===== config.mk =====
export PLATFORM = sky130hd
export DESIGN_NAME = rom_patch_token_scheduler
export DESIGN_NICKNAME = d
export VERILOG_FILES = /design/src/design/rpts_pkg.sv /design/src/design/rpts_front.sv /design/src/design/rpts_rule_table.sv /design/src/design/rpts_back.sv /design/src/design/rom_patch_token_scheduler.sv
export VERILOG_INCLUDE_DIRS = /design/src /design/src/design
export SDC_FILE = /design/constraint.sdc
export NUM_CORES = 1
export LEC_CHECK = 0
export BUFFER_PORTS_ARGS = -buffer_cell sky130_fd_sc_hd__buf_4
export CORE_MARGIN = 2
export CORE_UTILIZATION = 55
export CTS_CLUSTER_DIAMETER = 120
export DETAILED_ROUTE_END_ITERATION = 7
export GPL_ROUTABILITY_DRIVEN = 0
export MAX_ROUTING_LAYER = met4
export PLACE_DENSITY = 0.76
export RECOVER_POWER = 25
export SLEW_MARGIN = 20
export SYNTH_ARGS = -nofsm -noshare
export SYNTH_HDL_FRONTEND = slang
export SYNTH_SLANG_ARGS = --single-unit

===== constraint.sdc =====
create_clock -name clk -period 7.16 [get_ports clk]
set_input_delay 0.716 -clock clk [delete_from_list [all_inputs] [get_ports clk]]
set_output_delay 0.716 -clock clk [all_outputs]
set_load 0.01 [all_outputs]

===== src/design/rom_patch_token_scheduler_assert.svh =====
// Assertion macros for the ROM patch token scheduler.
`ifndef ROM_PATCH_TOKEN_SCHEDULER_ASSERT_SVH
`define ROM_PATCH_TOKEN_SCHEDULER_ASSERT_SVH

// Same-cycle implication, checked out of reset.
`define RPTS_ASSERT_IMPL(label, ante, cons, msg) \
  label: assert property (@(posedge clk) disable iff (rst) (ante) |-> (cons)) \
    else $error(msg);

// Next-cycle implication, checked out of reset.
`define RPTS_ASSERT_NEXT(label, ante, cons, msg) \
  label: assert property (@(posedge clk) disable iff (rst) (ante) |=> (cons)) \
    else $error(msg);

`endif


===== src/design/rpts_pkg.sv =====
// Shared types and constants for the ROM patch token scheduler.
package rpts_pkg;

  localparam int RPTS_RULES       = 8;
  localparam int RPTS_BURST_WORDS = 256;

  localparam int QUEUE_DEPTH = 2;
  localparam int QPTR_W      = $clog2(QUEUE_DEPTH);
  localparam int QCNT_W      = $clog2(QUEUE_DEPTH + 1);

  localparam int INDEX_W = 9;
  localparam int COVER_W = 10;
  localparam int SKIP_W  = 9;
  localparam int HALF_W  = 16;

  localparam logic [31:0]        WORD_ALIGN = 32'hFFFF_FFFC;
  localparam logic [INDEX_W-1:0] INDEX_IDLE = 9'd256;

  typedef enum logic [1:0] {
    OP_LOAD  = 2'd0,
    OP_START = 2'd1,
    OP_STEP  = 2'd2
  } op_t;

  typedef struct packed {
    logic [1:0]  operation;
    logic [2:0]  rule_slot;
    logic [31:0] rule_mask;
    logic [31:0] rule_match;
    logic [31:0] rule_value;
    logic        rule_enable;
    logic [31:0] burst_addr;
    logic        killed;
  } item_t;

endpackage


===== src/design/rpts_front.sv =====
// Front end: accepts requests into a short in-order queue.
module rpts_front
  import rpts_pkg::*;
(
  input  logic  clk,
  input  logic  rst,
  input  logic  start,
  input  item_t item_in,
  output logic  busy,
  output logic  q_valid,
  output item_t q_item,
  input  logic  q_pop
);

  item_t              slots [QUEUE_DEPTH];
  logic [QPTR_W-1:0]  wr_ptr;
  logic [QPTR_W-1:0]  rd_ptr;
  logic [QCNT_W-1:0]  count;
  logic               push;

  assign busy    = (count == QCNT_W'(QUEUE_DEPTH));
  assign q_valid = (count != '0);
  assign q_item  = slots[rd_ptr];
  assign push    = start && !busy;

  always_ff @(posedge clk) begin
    if (push) begin
      slots[wr_ptr] <= item_in;
    end
  end

  always_ff @(posedge clk) begin
    if (rst) begin
      wr_ptr <= '0;
      rd_ptr <= '0;
      count  <= '0;
    end else begin
      if (push) begin
        wr_ptr <= (wr_ptr == QPTR_W'(QUEUE_DEPTH - 1)) ? '0 : wr_ptr + 1'b1;
      end
      if (q_pop) begin
        rd_ptr <= (rd_ptr == QPTR_W'(QUEUE_DEPTH - 1)) ? '0 : rd_ptr + 1'b1;
      end
      if (push && !q_pop) begin
        count <= count + 1'b1;
      end else if (!push && q_pop) begin
        count <= count - 1'b1;
      end
    end
  end

endmodule


===== src/design/rpts_rule_table.sv =====
// Patch rule table: one write port, one registered read port.
module rpts_rule_table
  import rpts_pkg::*;
#(
  parameter int RULES = RPTS_RULES,
  localparam int IW = (RULES > 1) ? $clog2(RULES) : 1
) (
  input  logic          clk,
  input  logic          rst,
  input  logic          we,
  input  logic [IW-1:0] wr_idx,
  input  logic [31:0]   wr_mask,
  input  logic [31:0]   wr_match,
  input  logic [31:0]   wr_value,
  input  logic          wr_enable,
  input  logic [IW-1:0] rd_idx,
  output logic [31:0]   rd_mask,
  output logic [31:0]   rd_match,
  output logic [31:0]   rd_value,
  output logic          rd_enable
);

  logic [31:0]      masks      [RULES];
  logic [31:0]      match_vals [RULES];
  logic [31:0]      values     [RULES];
  logic [RULES-1:0] enables;

  // contents are meaningful only once a slot is loaded; enable gates them
  always_ff @(posedge clk) begin
    if (we) begin
      masks[wr_idx]      <= wr_mask;
      match_vals[wr_idx] <= wr_match;
      values[wr_idx]     <= wr_value;
    end
    rd_mask  <= masks[rd_idx];
    rd_match <= match_vals[rd_idx];
    rd_value <= values[rd_idx];
  end

  always_ff @(posedge clk) begin
    if (rst) begin
      enables   <= '0;
      rd_enable <= 1'b0;
    end else begin
      if (we) begin
        enables[wr_idx] <= wr_enable;
      end
      rd_enable <= enables[rd_idx];
    end
  end

endmodule


===== src/design/rpts_back.sv =====
// Back end: executes queued requests, walks the rule table, builds results.
module rpts_back
  import rpts_pkg::*;
#(
  parameter int RULES       = RPTS_RULES,
  parameter int BURST_WORDS = RPTS_BURST_WORDS,
  localparam int IW = (RULES > 1) ? $clog2(RULES) : 1
) (
  input  logic              clk,
  input  logic              rst,
  input  logic              q_valid,
  input  item_t             q_item,
  output logic              q_pop,
  output logic              tbl_we,
  output logic [IW-1:0]     tbl_wr_idx,
  output logic [IW-1:0]     tbl_rd_idx,
  input  logic [31:0]       rd_mask,
  input  logic [31:0]       rd_match,
  input  logic [31:0]       rd_value,
  input  logic              rd_enable,
  output logic              result_strobe,
  output logic              hit,
  output logic [31:0]       word_addr,
  output logic [SKIP_W-1:0] skip,
  output logic [HALF_W-1:0] lead_half,
  output logic [HALF_W-1:0] trail_half,
  output logic              last_word
);

  typedef enum logic [1:0] {
    BK_IDLE = 2'b01,
    BK_SCAN = 2'b10
  } back_state_t;

  back_state_t          state;
  logic [31:0]          burst_base;
  logic                 high_first;
  logic                 suppressed;
  logic [COVER_W-1:0]   covered;
  logic [INDEX_W-1:0]   word_index;
  logic [IW-1:0]        scan_idx;
  logic                 cmp_valid;
  logic                 cmp_last;
  logic [31:0]          cur_addr;

  logic                 idle;
  logic                 slot_ok;
  logic                 step_go;
  logic [31:0]          step_addr;
  logic                 rule_hit;
  logic                 scan_done;
  logic                 finish;
  logic                 fin_hit;
  logic [COVER_W-1:0]   half_pos;
  logic [COVER_W-1:0]   skip_full;

  assign idle       = (state == BK_IDLE);
  assign q_pop      = idle && q_valid;
  assign slot_ok    = (32'(q_item.rule_slot) < RULES);
  assign tbl_we     = q_pop && (q_item.operation == OP_LOAD) && slot_ok;
  assign tbl_wr_idx = IW'(q_item.rule_slot);
  assign tbl_rd_idx = scan_idx;

  assign step_go   = q_pop && (q_item.operation == OP_STEP)
                     && (32'(word_index) < BURST_WORDS);
  assign step_addr = burst_base + {21'd0, word_index, 2'b00};

  // compare the entry read in the previous cycle
  assign rule_hit  = cmp_valid && rd_enable
                     && ((cur_addr & rd_mask) == (rd_match & rd_mask));
  assign scan_done = (state == BK_SCAN) && (rule_hit || (cmp_valid && cmp_last));
  assign finish    = (step_go && suppressed) || scan_done;
  assign fin_hit   = scan_done && rule_hit;

  assign half_pos  = {word_index, 1'b0};
  assign skip_full = half_pos - covered;

  always_ff @(posedge clk) begin
    if (rst) begin
      state         <= BK_IDLE;
      burst_base    <= '0;
      high_first    <= 1'b1;
      suppressed    <= 1'b1;
      covered       <= '0;
      word_index    <= INDEX_IDLE;
      cmp_valid     <= 1'b0;
      result_strobe <= 1'b0;
    end else begin
      result_strobe <= finish;
      if (finish) begin
        word_index <= word_index + 1'b1;
        if (fin_hit) begin
          covered <= half_pos + COVER_W'(2);
        end
      end
      unique case (state)
        BK_IDLE: begin
          if (q_pop) begin
            unique case (q_item.operation)
              OP_START: begin
                burst_base <= q_item.burst_addr & WORD_ALIGN;
                high_first <= !q_item.burst_addr[1];
                suppressed <= q_item.killed;
                covered    <= '0;
                word_index <= '0;
              end
              OP_STEP: begin
                if (step_go && !suppressed) begin
                  state     <= BK_SCAN;
                  cmp_valid <= 1'b0;
                end
              end
              default: ;
            endcase
          end
        end
        BK_SCAN: begin
          if (scan_done) begin
            state <= BK_IDLE;
          end else begin
            cmp_valid <= 1'b1;
          end
        end
        default: state <= BK_IDLE;
      endcase
    end
  end

  always_ff @(posedge clk) begin
    if (idle) begin
      scan_idx <= '0;
      cur_addr <= step_addr;
      cmp_last <= 1'b0;
    end else if (!scan_done) begin
      cmp_last <= (scan_idx == IW'(RULES - 1));
      scan_idx <= scan_idx + 1'b1;
    end
  end

  always_ff @(posedge clk) begin
    if (finish) begin
      hit       <= fin_hit;
      word_addr <= idle ? step_addr : cur_addr;
      last_word <= (32'(word_index) == BURST_WORDS - 1);
      if (fin_hit) begin
        skip       <= skip_full[SKIP_W-1:0];
        lead_half  <= high_first ? rd_value[31:16] : rd_value[15:0];
        trail_half <= high_first ? rd_value[15:0] : rd_value[31:16];
      end else begin
        skip       <= '0;
        lead_half  <= '0;
        trail_half <= '0;
      end
    end
  end

endmodule


===== src/design/rom_patch_token_scheduler.sv =====
// ROM patch token scheduler, top level.
//
// Requests enter on start/busy: one is taken at a clock edge with start high
// and busy low. The operation port picks load rule slot, start burst or step
// one word; the other input ports carry that request's operands.
// Requests queue two deep ahead of the execution side; busy is high while the
// queue is full.
// Load, start and unknown requests produce no result. A step in a killed
// burst gives a miss result without walking the table; otherwise the
// rule table is walked one slot per cycle through its registered read port,
// lowest slot first, stopping at the first match or after the last slot.
// A step past the end of the burst is dropped. A result appears in the
// cycle after its step finishes, held for exactly one cycle with
// result_strobe high; the receiver cannot stall it.
// Reset clears all rule enables, ends any burst (overrides suppressed) and
// empties the queue; rule contents stay as they were.
`include "rom_patch_token_scheduler_assert.svh"
module rom_patch_token_scheduler
  import rpts_pkg::*;
#(
  parameter int RULES       = RPTS_RULES,
  parameter int BURST_WORDS = RPTS_BURST_WORDS
) (
  input  logic              clk,
  input  logic              rst,
  input  logic              start,
  output logic              busy,
  input  logic [1:0]        operation,
  input  logic [2:0]        rule_slot,
  input  logic [31:0]       rule_mask,
  input  logic [31:0]       rule_match,
  input  logic [31:0]       rule_value,
  input  logic              rule_enable,
  input  logic [31:0]       burst_addr,
  input  logic              killed,
  output logic              result_strobe,
  output logic              hit,
  output logic [31:0]       word_addr,
  output logic [SKIP_W-1:0] skip,
  output logic [HALF_W-1:0] lead_half,
  output logic [HALF_W-1:0] trail_half,
  output logic              last_word
);

  localparam int IW = (RULES > 1) ? $clog2(RULES) : 1;

  item_t         in_item;
  item_t         q_item;
  logic          q_valid;
  logic          q_pop;
  logic          tbl_we;
  logic [IW-1:0] tbl_wr_idx;
  logic [IW-1:0] tbl_rd_idx;
  logic [31:0]   rd_mask;
  logic [31:0]   rd_match;
  logic [31:0]   rd_value;
  logic          rd_enable;

  always_comb begin
    in_item.operation   = operation;
    in_item.rule_slot   = rule_slot;
    in_item.rule_mask   = rule_mask;
    in_item.rule_match  = rule_match;
    in_item.rule_value  = rule_value;
    in_item.rule_enable = rule_enable;
    in_item.burst_addr  = burst_addr;
    in_item.killed      = killed;
  end

  rpts_front u_front (
    .clk     (clk),
    .rst     (rst),
    .start   (start),
    .item_in (in_item),
    .busy    (busy),
    .q_valid (q_valid),
    .q_item  (q_item),
    .q_pop   (q_pop)
  );

  rpts_rule_table #(
    .RULES (RULES)
  ) u_table (
    .clk       (clk),
    .rst       (rst),
    .we        (tbl_we),
    .wr_idx    (tbl_wr_idx),
    .wr_mask   (q_item.rule_mask),
    .wr_match  (q_item.rule_match),
    .wr_value  (q_item.rule_value),
    .wr_enable (q_item.rule_enable),
    .rd_idx    (tbl_rd_idx),
    .rd_mask   (rd_mask),
    .rd_match  (rd_match),
    .rd_value  (rd_value),
    .rd_enable (rd_enable)
  );

  rpts_back #(
    .RULES       (RULES),
    .BURST_WORDS (BURST_WORDS)
  ) u_back (
    .clk           (clk),
    .rst           (rst),
    .q_valid       (q_valid),
    .q_item        (q_item),
    .q_pop         (q_pop),
    .tbl_we        (tbl_we),
    .tbl_wr_idx    (tbl_wr_idx),
    .tbl_rd_idx    (tbl_rd_idx),
    .rd_mask       (rd_mask),
    .rd_match      (rd_match),
    .rd_value      (rd_value),
    .rd_enable     (rd_enable),
    .result_strobe (result_strobe),
    .hit           (hit),
    .word_addr     (word_addr),
    .skip          (skip),
    .lead_half     (lead_half),
    .trail_half    (trail_half),
    .last_word     (last_word)
  );

  `RPTS_ASSERT_IMPL(a_pop_nonempty, q_pop, q_valid, "queue popped while empty")
  `RPTS_ASSERT_IMPL(a_miss_zero, result_strobe && !hit,
    skip == '0 && lead_half == '0 && trail_half == '0, "miss result not zeroed")
  `RPTS_ASSERT_NEXT(a_fill_busy, start && !busy && !q_pop && q_valid, busy,
    "queue filled without raising busy")

endmodule

# Word-level counts from Yosys, hierarchy flattened
# Memory sizes are Yosys's and may differ from the RTL's. A register that Yosys moved wholly into a read port is not among the register bits.
# Cells that the tools add are included.
[totals]
reg_bits = 179
ramBits = 1038
input_bits = 138
output_inout_bits = 77
elab_cells = 120
memories = 4
[op_classes]
addsub = 9
order_cmp = 4
eq_ne = 13
muxes = 37
bitwise = 2
reduce_logical = 29
[mem_list]
columns = ["name", "words", "word_bits", "rd", "rd_clocked_by_memory_dff", "wr", "line_no", "source"]
rows = [
  ["u_front.slots", 2, 135, 1, 1, 1, "rpts_front.sv:15", "item_t slots [QUEUE_DEPTH];"],
  ["u_table.masks", 8, 32, 1, 1, 1, "rpts_rule_table.sv:23", "logic [31:0] masks [RULES];"],
  ["u_table.match_vals", 8, 32, 1, 1, 1, "rpts_rule_table.sv:24", "logic [31:0] match_vals [RULES];"],
  ["u_table.values", 8, 32, 1, 1, 1, "rpts_rule_table.sv:25", "logic [31:0] values [RULES];"],
]
[ops]
columns = ["operator", "n"]
rows = [
  ["AND 32 bit", 2],
  ["2-to-1 mux 10 bit", 5],
  ["2-to-1 mux 9 bit", 4],
  ["adder 32 x 11 -> 32 bit", 1],
  ["== test 32 bit", 1],
  ["2-to-1 mux 16 bit", 2],
  ["2-to-1 mux 32 bit", 1],
  ["logical AND 1 bit", 15],
  ["2-to-1 mux 1 bit", 14],
  ["2-to-1 mux 2 bit", 6],
  ["adder 10 x 2 -> 10 bit, second input constant", 1],
  ["adder 9 x 1 -> 9 bit, second input constant", 1],
  ["== test 9 x 8 -> 1 bit, second input constant", 1],
  ["less-than comparator 9 bit, second input constant", 1],
  ["subtractor 9 bit", 1],
  ["bitwise mux 8 bit", 1],
  ["less-than comparator 3 x 4 -> 1 bit, second input constant", 2],
  ["== test 2 bit, second input constant", 3],
  ["inequality test 2 bit, second input constant", 3],
  ["nonzero test 2 bit", 3],
  ["zero test 1 bit", 5],
  ["AND reduction 5 bit", 1],
  ["== test 2 x 1 -> 1 bit, second input constant", 2],
  ["inequality test 2 x 1 -> 1 bit, second input constant", 2],
  ["other kinds (14)", 16],
]

# Longest topological paths before layout
# Gate-level depths: netlist of the first run.
[depth]
word_depth = 11
mapped_depth = 10
mapped_depth_nobuf = 9

# Cells and area by module
# A second synthesis of the first run with hierarchy kept.
[hier_totals]
hier_cells = 2491
hier_area_um2 = 49216.0
[modules_own_cells]
columns = ["module", "n_inst", "cells_each", "area_each_um2", "seq_area_each_um2"]
rows = [
  ["rpts_rule_table", 1, 1254, 31192.4, 25164.1],
  ["rpts_front", 1, 445, 10151.0, 8207.9],
  ["rpts_back", 1, 792, 7872.6, 4053.9],
]

# Worst setup path after synthesis of the first run
# Ideal clock, no wire load.
[synth_timing]
path_type = "in2reg"
startpoint = "input start"
endpoint = "memory u_front.slots[0][0] (netlist name), enable pin"
setup_time_ns = 0.629
arrival_ns = 6.369
required_ns = 6.531
slack_ns = 0.162
stages = 2
path_buffers = 0
path_cell_list = "nand2_1 nor2_1"
[synth_between]
elab_chain_len = 3
[synth_rtl]
columns = ["item", "line_no", "source"]
rows = [
  ["start: declaration", "rom_patch_token_scheduler.sv:26", "input logic start,"],
  ["logical AND 1 bit", "rpts_front.sv:24", "assign push = start && !busy;"],
  ["2-to-1 mux 1 bit", "rpts_front.sv:27", "if (push) begin"],
  ["2-to-1 mux 1 bit (implied by the code)", "rpts_front.sv:28", "slots[wr_ptr] <= item_in;"],
  ["end: declaration", "rpts_front.sv:15", ""],
]
# Every way passes these cells.

# Worst setup path in the final report of the first run
[layout_timing]
startpoint = "register u_front.count[0]"
endpoint = "memory u_front.slots[0][112] (netlist name), enable pin"
[layout_between]
elab_chain_len = 5
[layout_rtl]
columns = ["item", "line_no", "source"]
rows = [
  ["start: declaration", "rpts_front.sv:18", "logic [QCNT_W-1:0] count;"],
  ["start signal: assignment", "rpts_front.sv:45", "count <= count + 1'b1;"],
  ["start signal: assignment", "rpts_front.sv:47", "count <= count - 1'b1;"],
  ["== test 2 bit", "rpts_front.sv:21", "assign busy = (count == QCNT_W'(QUEUE_DEPTH));"],
  ["zero test 1 bit", "rpts_front.sv:24", ""],
  ["logical AND 1 bit", "rpts_front.sv:24", ""],
  ["2-to-1 mux 1 bit", "rpts_front.sv:27", ""],
  ["2-to-1 mux 1 bit (implied by the code)", "rpts_front.sv:28", ""],
]
# Every way passes these cells.

==> reports/metrics.cfg, run 1 <==
[clock_network]
insertion_delay_ns=0.73
cts_made_buffers=120
root_buffer=clkbuf_16
ctsResizeCount=0
cts_max_level=3
tritoncts=built
ctsHoldBuffers=0
clock_sinks=1311
cts_buffer_depth=3
path_clk_slew_ns=0.06
post-cts-setup-buffers=0

[timing]
setup_viol=0
fmax_mhz=231
period_needed_ns=4.33
slew_headroom_pct=-177
timing.final.max_slew_violations=235
rsz0062_at_grt=false
layout_setup_ws_ns=2.83
finClkSkew_ns=0.0690
finalHoldViolations=0
finalSetupTns_ns=0
tightestPinTransition_ns=4.16
final.period_utilization_pct=60.5

[drt]
wl_per_cell_um=25.4
drtAntennaViolNets=0
routed_wirelength_um=100000
firstDrtPassIters=5
drt_iter0_drc=2414
vias=23275
drc_errors=0
via_per_inst=5.90

[synth]
synth_top_area_share_pct=68.8
synth.net_count=2593
postSynth.asyncResetShare_pct=0
yosysTopAreaCell=edfxtp_1
synth_warnings=0
syn_area_sq_um=48500
synth_area_per_cell_sq_um=19.9
synth_top_cells_by_count=edfxtp_1, dfxtp_1, mux4_2
synthTopCellsByArea=edfxtp_1, mux4_2, dfxtp_1
ys_dominant_reg_cell=edfxtp_1
synth_cell_types=66
netlist_instances=2432
yosys.cell_count.top_type=edfxtp_1
synth-seq-cells=1311
ys_seq_area_share_pct=77.1
synth_edf_count=1111

[worst_setup_path]
critPathBufInv=1
worstPathRequired_ns=7.37
crit_path_cell_trace=nand2b_1, nand2_1, nor2_4, clkbuf_2
slowest_delay_ns=2.77
cpMaxStageDelayCell=clkbuf_2
path_class=flop to flop
path_delay_family=buffers and inverters
path_max_fanout=134
worst_setup_path_end_kind=flop
critPathLaunchType=flop
critPathArrivalTime_ns=4.54

[power_and_ir_drop]
p_leak_nw=18.0
p_clk_share_pct=36.8
ir_worst_vdd_mv=0.370
switching_share_pct=23.4
combPwrFrac_pct=9.4
p_per_area_nw_per_um2=325
p_seq_share_pct=53.8
p_int_mw=13.8
power.net_switching_mw=4.21

[floorplanning]
core_area_sq_um=87000
die_x_um=301
core.rowCount=108
start_util_pct=55.7
die-area_sq_um=90600
io_pins=215
die_h_um=301

[global_routing]
track_usage_pct=22.9
grt-ovfl-total=0
grt_max_degree=192
antenna_found_initial=6
grt_pass1_vias=23756
grt_pass1_wl_um=149000

[min_path]
min_path_type=primary input to flop

[status]
outcome=finished, violations left
violations=capacitance limit, slew limit

[layout]
area_growth_pct=14.2
drive_above_1_share_pct=26.6
nets=2842

[placed_design]
post-place-ws_ns=2.89
io_buffers=213
dp_hpwl_um=55700

[job]
maxCapViolations=3

cells by family (layout without fill, tap and decap cells):
group           Yosys count  after routing  share of synthesized area, %
compound gates          149            149                          1.99
xor+xnor                 71             71                          1.28
fa+ha+maj                23             23                         0.624
buf+inv                 139            496                          1.23
flops                  1311           1311                          77.1
mux                     464            464                          15.1
other cells               0              3                             0
simple gates            275            275                          2.72
stage by stage:
stage / util [%] / power [mW] / std cells / hold WS (ns) / instance area, sq um
detailed placement: 59.1 / 11.5 / 3712 / 0.465 / 51400
CTS: 63.9 / 18.1 / 3942 / 0.143 / 55600
finish: 63.6 / 18.0 / 3947 / 0.200 / 55400
floorplan: - / 10.9 / 2432 / 0.438 / 48500
global route: 63.6 / 18.6 / 3947 / 0.185 / 55400
global placement: 59.1 / 11.4 / 3712 / 0.455 / 51400
flip-flops by register name, indices dropped and copies added, names as in the netlist, 8 cells and up, named ones only:
name	flops
u_front.slots	268
u_back.trail_half	16
u_table.rd_value	32
u_back.cur_addr	32
u_back.skip	9
u_back.word_addr	32
u_table.rd_match	32
u_table.enables	8
u_table.values	256
u_back.lead_half	16
u_table.masks	256
u_back.word_index	9
u_back.covered	9
u_table.match_vals	256
u_back.burst_base	30
u_table.rd_mask	32
metal layers:
layer	vias to the layer above	GRT usage [%]	wire (um)
met2	948	35.8	48700
met3	155	3.53	7070
li1	10184	-	-
met1	11988	31.9	42500
met4	0	6.53	2170
met5	-	-	0
path summary, 6_finish.rpt:
path,start,to,slack (ns),cells past startpoint
min,burst_addr[2],u_front.slots[1][3],0.20,1
min reg2reg,u_back.covered[4],u_back.covered[4],0.47,2
max reg2reg,u_front.count[0],u_front.slots[0][112],2.83,4
max,u_front.count[0],u_front.slots[0][112],2.83,4
cells in the final DEF, fill, tap and decap left out, drive strengths merged, types with 4 or more instances in the layout:
cell type  count
clkbuf       306
nand3         14
edfxtp      1111
buf           90
a21o           7
a22oi         14
ha            21
mux4         194
dfxtp        200
clkinv        48
nand2b         4
bufinv        16
xor2          57
nor3          24
and2           4
or2            4
and3          10
or3            7
nor3b          5
nor2         117
mux2         195
o21ai         46
nor2b          9
a31oi          8
clkinvlp       5
a21oi         19
nand4         11
inv           31
xnor2         14
mux2i         75
a211oi        37
nand2         59
power groups by stage:
stage / clock [mW] / sequential (mW) / combinational (mW)
2_1_floorplan: 0 / 9.69 / 1.16
3_3_place_gp: 0 / 9.76 / 1.64
3_5_place_dp: 0 / 9.80 / 1.73
4_1_cts: 6.72 / 9.65 / 1.75
5_1_grt: 7.01 / 9.72 / 1.84
6_report: 6.62 / 9.67 / 1.69
area by class of cell:
type	instances	area, sq um
Inverter	29	110
Clock buffer	159	3350
Tap cell	1155	1450
Timing Repair Buffer	237	1640
Fill cell	5746	31600
Clock inverter	71	848
Antenna cell	3	7.51
Multi-Input combinational cell	982	10600
Sequential cell	1311	37400
No activity file was read; power rests on OpenSTA's default activity.
==> inputs of run 2 (changes only) <==
- ABC_AREA: not set -> 1
- CORE_UTILIZATION: 55 -> 61
- PLACE_DENSITY: 0.76 -> 0.8
- clock period: 7.16 -> 4 ns (I/O delays scaled with it)
==> run 2 against run 1 <==
  * The flow still finishes with violations (capacitance limit, slew limit)
  * Sequential power up 81%
  * Fmax up 30%
  * Via count up 35%
  * Total power up 82%
  * Global-route usage up 5.2 points
  * Wire length up 14%
  * Register-to-register slack worse by 2.2 ns
  * Count of clock-buffer cells in the layout up 26
  * Critical path depth up 5
  * Final area up 3.4%
  * Largest power group unchanged
  * Synthesized cell count up 54%
  * Clock skew down 0.023 ns
==> reports/metrics.cfg, run 2 <==
[floorplanning]
die-area_sq_um=83200  ; -8.1%
core.rowCount=104  ; -3.7%
die_x_um=288  ; -4.2%
core_area_sq_um=80300  ; -7.7%
die_h_um=288  ; -4.2%
start_util_pct=61.5  ; +5.7 points
io_pins=215  ; unchanged

[global_routing]
grt_pass1_vias=30792  ; +30%
track_usage_pct=28.1  ; +5.2 points
antenna_found_initial=4  ; -2
grt_pass1_wl_um=173000  ; +16%
grt_max_degree=138  ; -28%
grt-ovfl-total=0  ; unchanged

[layout]
final_cell_mix=edfxtp_1, nor2_1, o21ai_0
drive_above_1_share_pct=10.5  ; -16 points
layout_commonest_cell=edfxtp_1
final_area_sq_um=57200  ; +3.4%
finalNonFillerCells=5267  ; +33%
regMostFlops=u_front.slots
area_growth_pct=16.0
nets=4261  ; +50%
largest_register_ffs=268  ; unchanged

[job]
maxCapViolations=3  ; unchanged

[clock_network]
cts_made_buffers=119  ; -0.83%
path_clk_slew_ns=0.07  ; about the same
clock_sinks=1311  ; unchanged
cts_max_level=3  ; unchanged
root_buffer=clkbuf_16
tritoncts=built
cts_buffer_depth=3  ; unchanged
ctsResizeCount=0  ; unchanged
insertion_delay_ns=0.71  ; -0.02 ns

[timing]
rsz0062_at_grt=false
layout_setup_ws_ns=0.675  ; -2.16 ns
final.period_utilization_pct=83.1  ; +23 points
fmax_mhz=301  ; +30%
finalHoldViolations=0  ; unchanged
period_needed_ns=3.32  ; -1.00 ns
tightestPinTransition_ns=2.61  ; -1.55 ns
whs_ns=0.331  ; +0.131 ns
setup_viol=0  ; unchanged
slew_headroom_pct=-73.7  ; +100 points
finalSetupTns_ns=0  ; unchanged
finClkSkew_ns=0.0456  ; -0.0234 ns
timing.final.max_slew_violations=152  ; -35%

[synth]
netlist_instances=3755  ; +54%
postSynth.asyncResetShare_pct=0  ; unchanged
ys_seq_area_share_pct=75.7  ; -1.3 points
ys_dominant_reg_cell=edfxtp_1
yosysTopAreaCell=edfxtp_1
synth_cell_types=44  ; -33%
syn_area_sq_um=49300  ; +1.8%
synth_top_area_share_pct=67.6  ; -1.2 points
synth_warnings=0  ; unchanged
synth_area_per_cell_sq_um=13.1  ; -34%
synth-seq-cells=1311  ; unchanged
synth.net_count=3916  ; +51%
synth_top_cells_by_count=edfxtp_1, nor2_1, o21ai_0
yosys.cell_count.top_type=edfxtp_1
synth_edf_count=1111  ; unchanged
synthTopCellsByArea=edfxtp_1, dfxtp_1, nor2_1

[worst_setup_path]
critPathArrivalTime_ns=3.70  ; -0.84 ns
worstPathRequired_ns=4.38  ; -2.99 ns
worst_setup_path_end_kind=flop
critPathLaunchType=flop
crit_path_cell_trace=inv_1, nor2_1, inv_2, a21oi_1, inv_2, nor3_1, nand2_1, nor3_4, buf_4
reg2regPathDepth=9  ; +5
path_class=flop to flop
path_max_fanout=34  ; -75%
slowest_delay_ns=0.84  ; -1.93 ns
cpMaxStageDelayCell=nor3_4
path_common_cell=inv_2

[drt]
firstDrtPassIters=8  ; +3
drt_iter0_drc=3709  ; +54%
routed_wirelength_um=114000  ; +14%
drtAntennaViolNets=0  ; unchanged
via_per_inst=5.95  ; +0.82%
vias=31314  ; +35%
drc_errors=0  ; unchanged
wl_per_cell_um=21.7  ; -15%

[power_and_ir_drop]
p_leak_nw=19.8  ; +10%
ir_worst_vdd_mv=0.466  ; +26%
p_per_area_nw_per_um2=572  ; +76%

[min_path]
min_path_type=primary input to flop
hold_depth=5  ; +4

[placed_design]
dp_hpwl_um=65700  ; +18%
dpl_cell_area_sq_um=52500  ; +2.1%
dpl.cell_count=4904  ; +32%
post-place-ws_ns=0.943  ; -1.95 ns
io_buffers=213  ; unchanged

[status]
outcome=finished, violations left
violations=capacitance limit, slew limit

## run 2: changes by cell type in the layout (fill, tap and decap cells not counted), sizes merged, moves of 116 or more
cell	before	now
inv	31	182
mux4	194	0
nor2	117	814
o21ai	46	487
dlygate4sd3	0	135
nand2	59	175
## run 2: path summary, 6_finish.rpt
path              slack [ns]                        end         startpoint
hold reg to reg         0.47          u_back.covered[3]  u_back.covered[3]
hold / removal          0.33             u_front.wr_ptr              start
setup / recovery        0.68  u_table.match_vals[0][27]    u_back.state[0]
setup reg to reg        0.68  u_table.match_vals[0][27]    u_back.state[0]
## run 2: power breakdown
| group | leakage [nW] | internal, mW | switching (mW) |
|---|---|---|---|
| combinational | 6.24 | 1.19 | 2.85 |
| sequential | 11.7 | 17.0 | 0.547 |
| clock | 1.88 | 6.31 | 4.87 |
## run 2: repair_timing
action,4_1_cts,5_1_grt
hold buffers,135,0
setup buffers,0,0
endpoints found under the setup margin,0,0
endpoints found under the hold margin,276,0
## run 2: worst max-delay path: cells and delay by family (launching register included)
kind / cells / cell delay [ns]
flops: 1 / 0.31
buf+inv: 4 / 0.82
compound gates: 1 / 0.45
simple gates: 4 / 1.42
## run 2: logic make-up after synthesis
group           count (synthesis)  synth area share, %
mux                           109                 2.45
xor+xnor                       29                0.515
flops                        1311                 75.7
buf+inv                       371                 2.92
fa+ha+maj                      23                0.614
simple gates                 1087                 8.72
compound gates                825                 9.05
## run 2: cell type report
class	count	area (sq um)
Inverter	175	684
Multi-Input combinational cell	2073	10600
Tap cell	1060	1330
Clock buffer	185	3460
Clock inverter	41	433
Sequential cell	1311	37400
Timing Repair Buffer	420	3390
Fill cell	5040	23000
Antenna cell	2	5.00
## run 2: layer usage
layer  up-vias  wire length [um]  track usage [%]
li1      14214                 -                -
met1     15186             44200             36.4
met2      1652             56400             45.4
met3       262              9420             3.70
met4         0              4320             11.9
met5         -                 0                -
## run 2: per-stage QoR
stage                     total power [mW]  util, %
after floorplan                       20.1        -
after global placement                21.5     65.4
after detailed placement              21.7     65.4
after CTS                             32.9     71.9
after global routing                  33.8     71.3
final                                 32.7     71.3
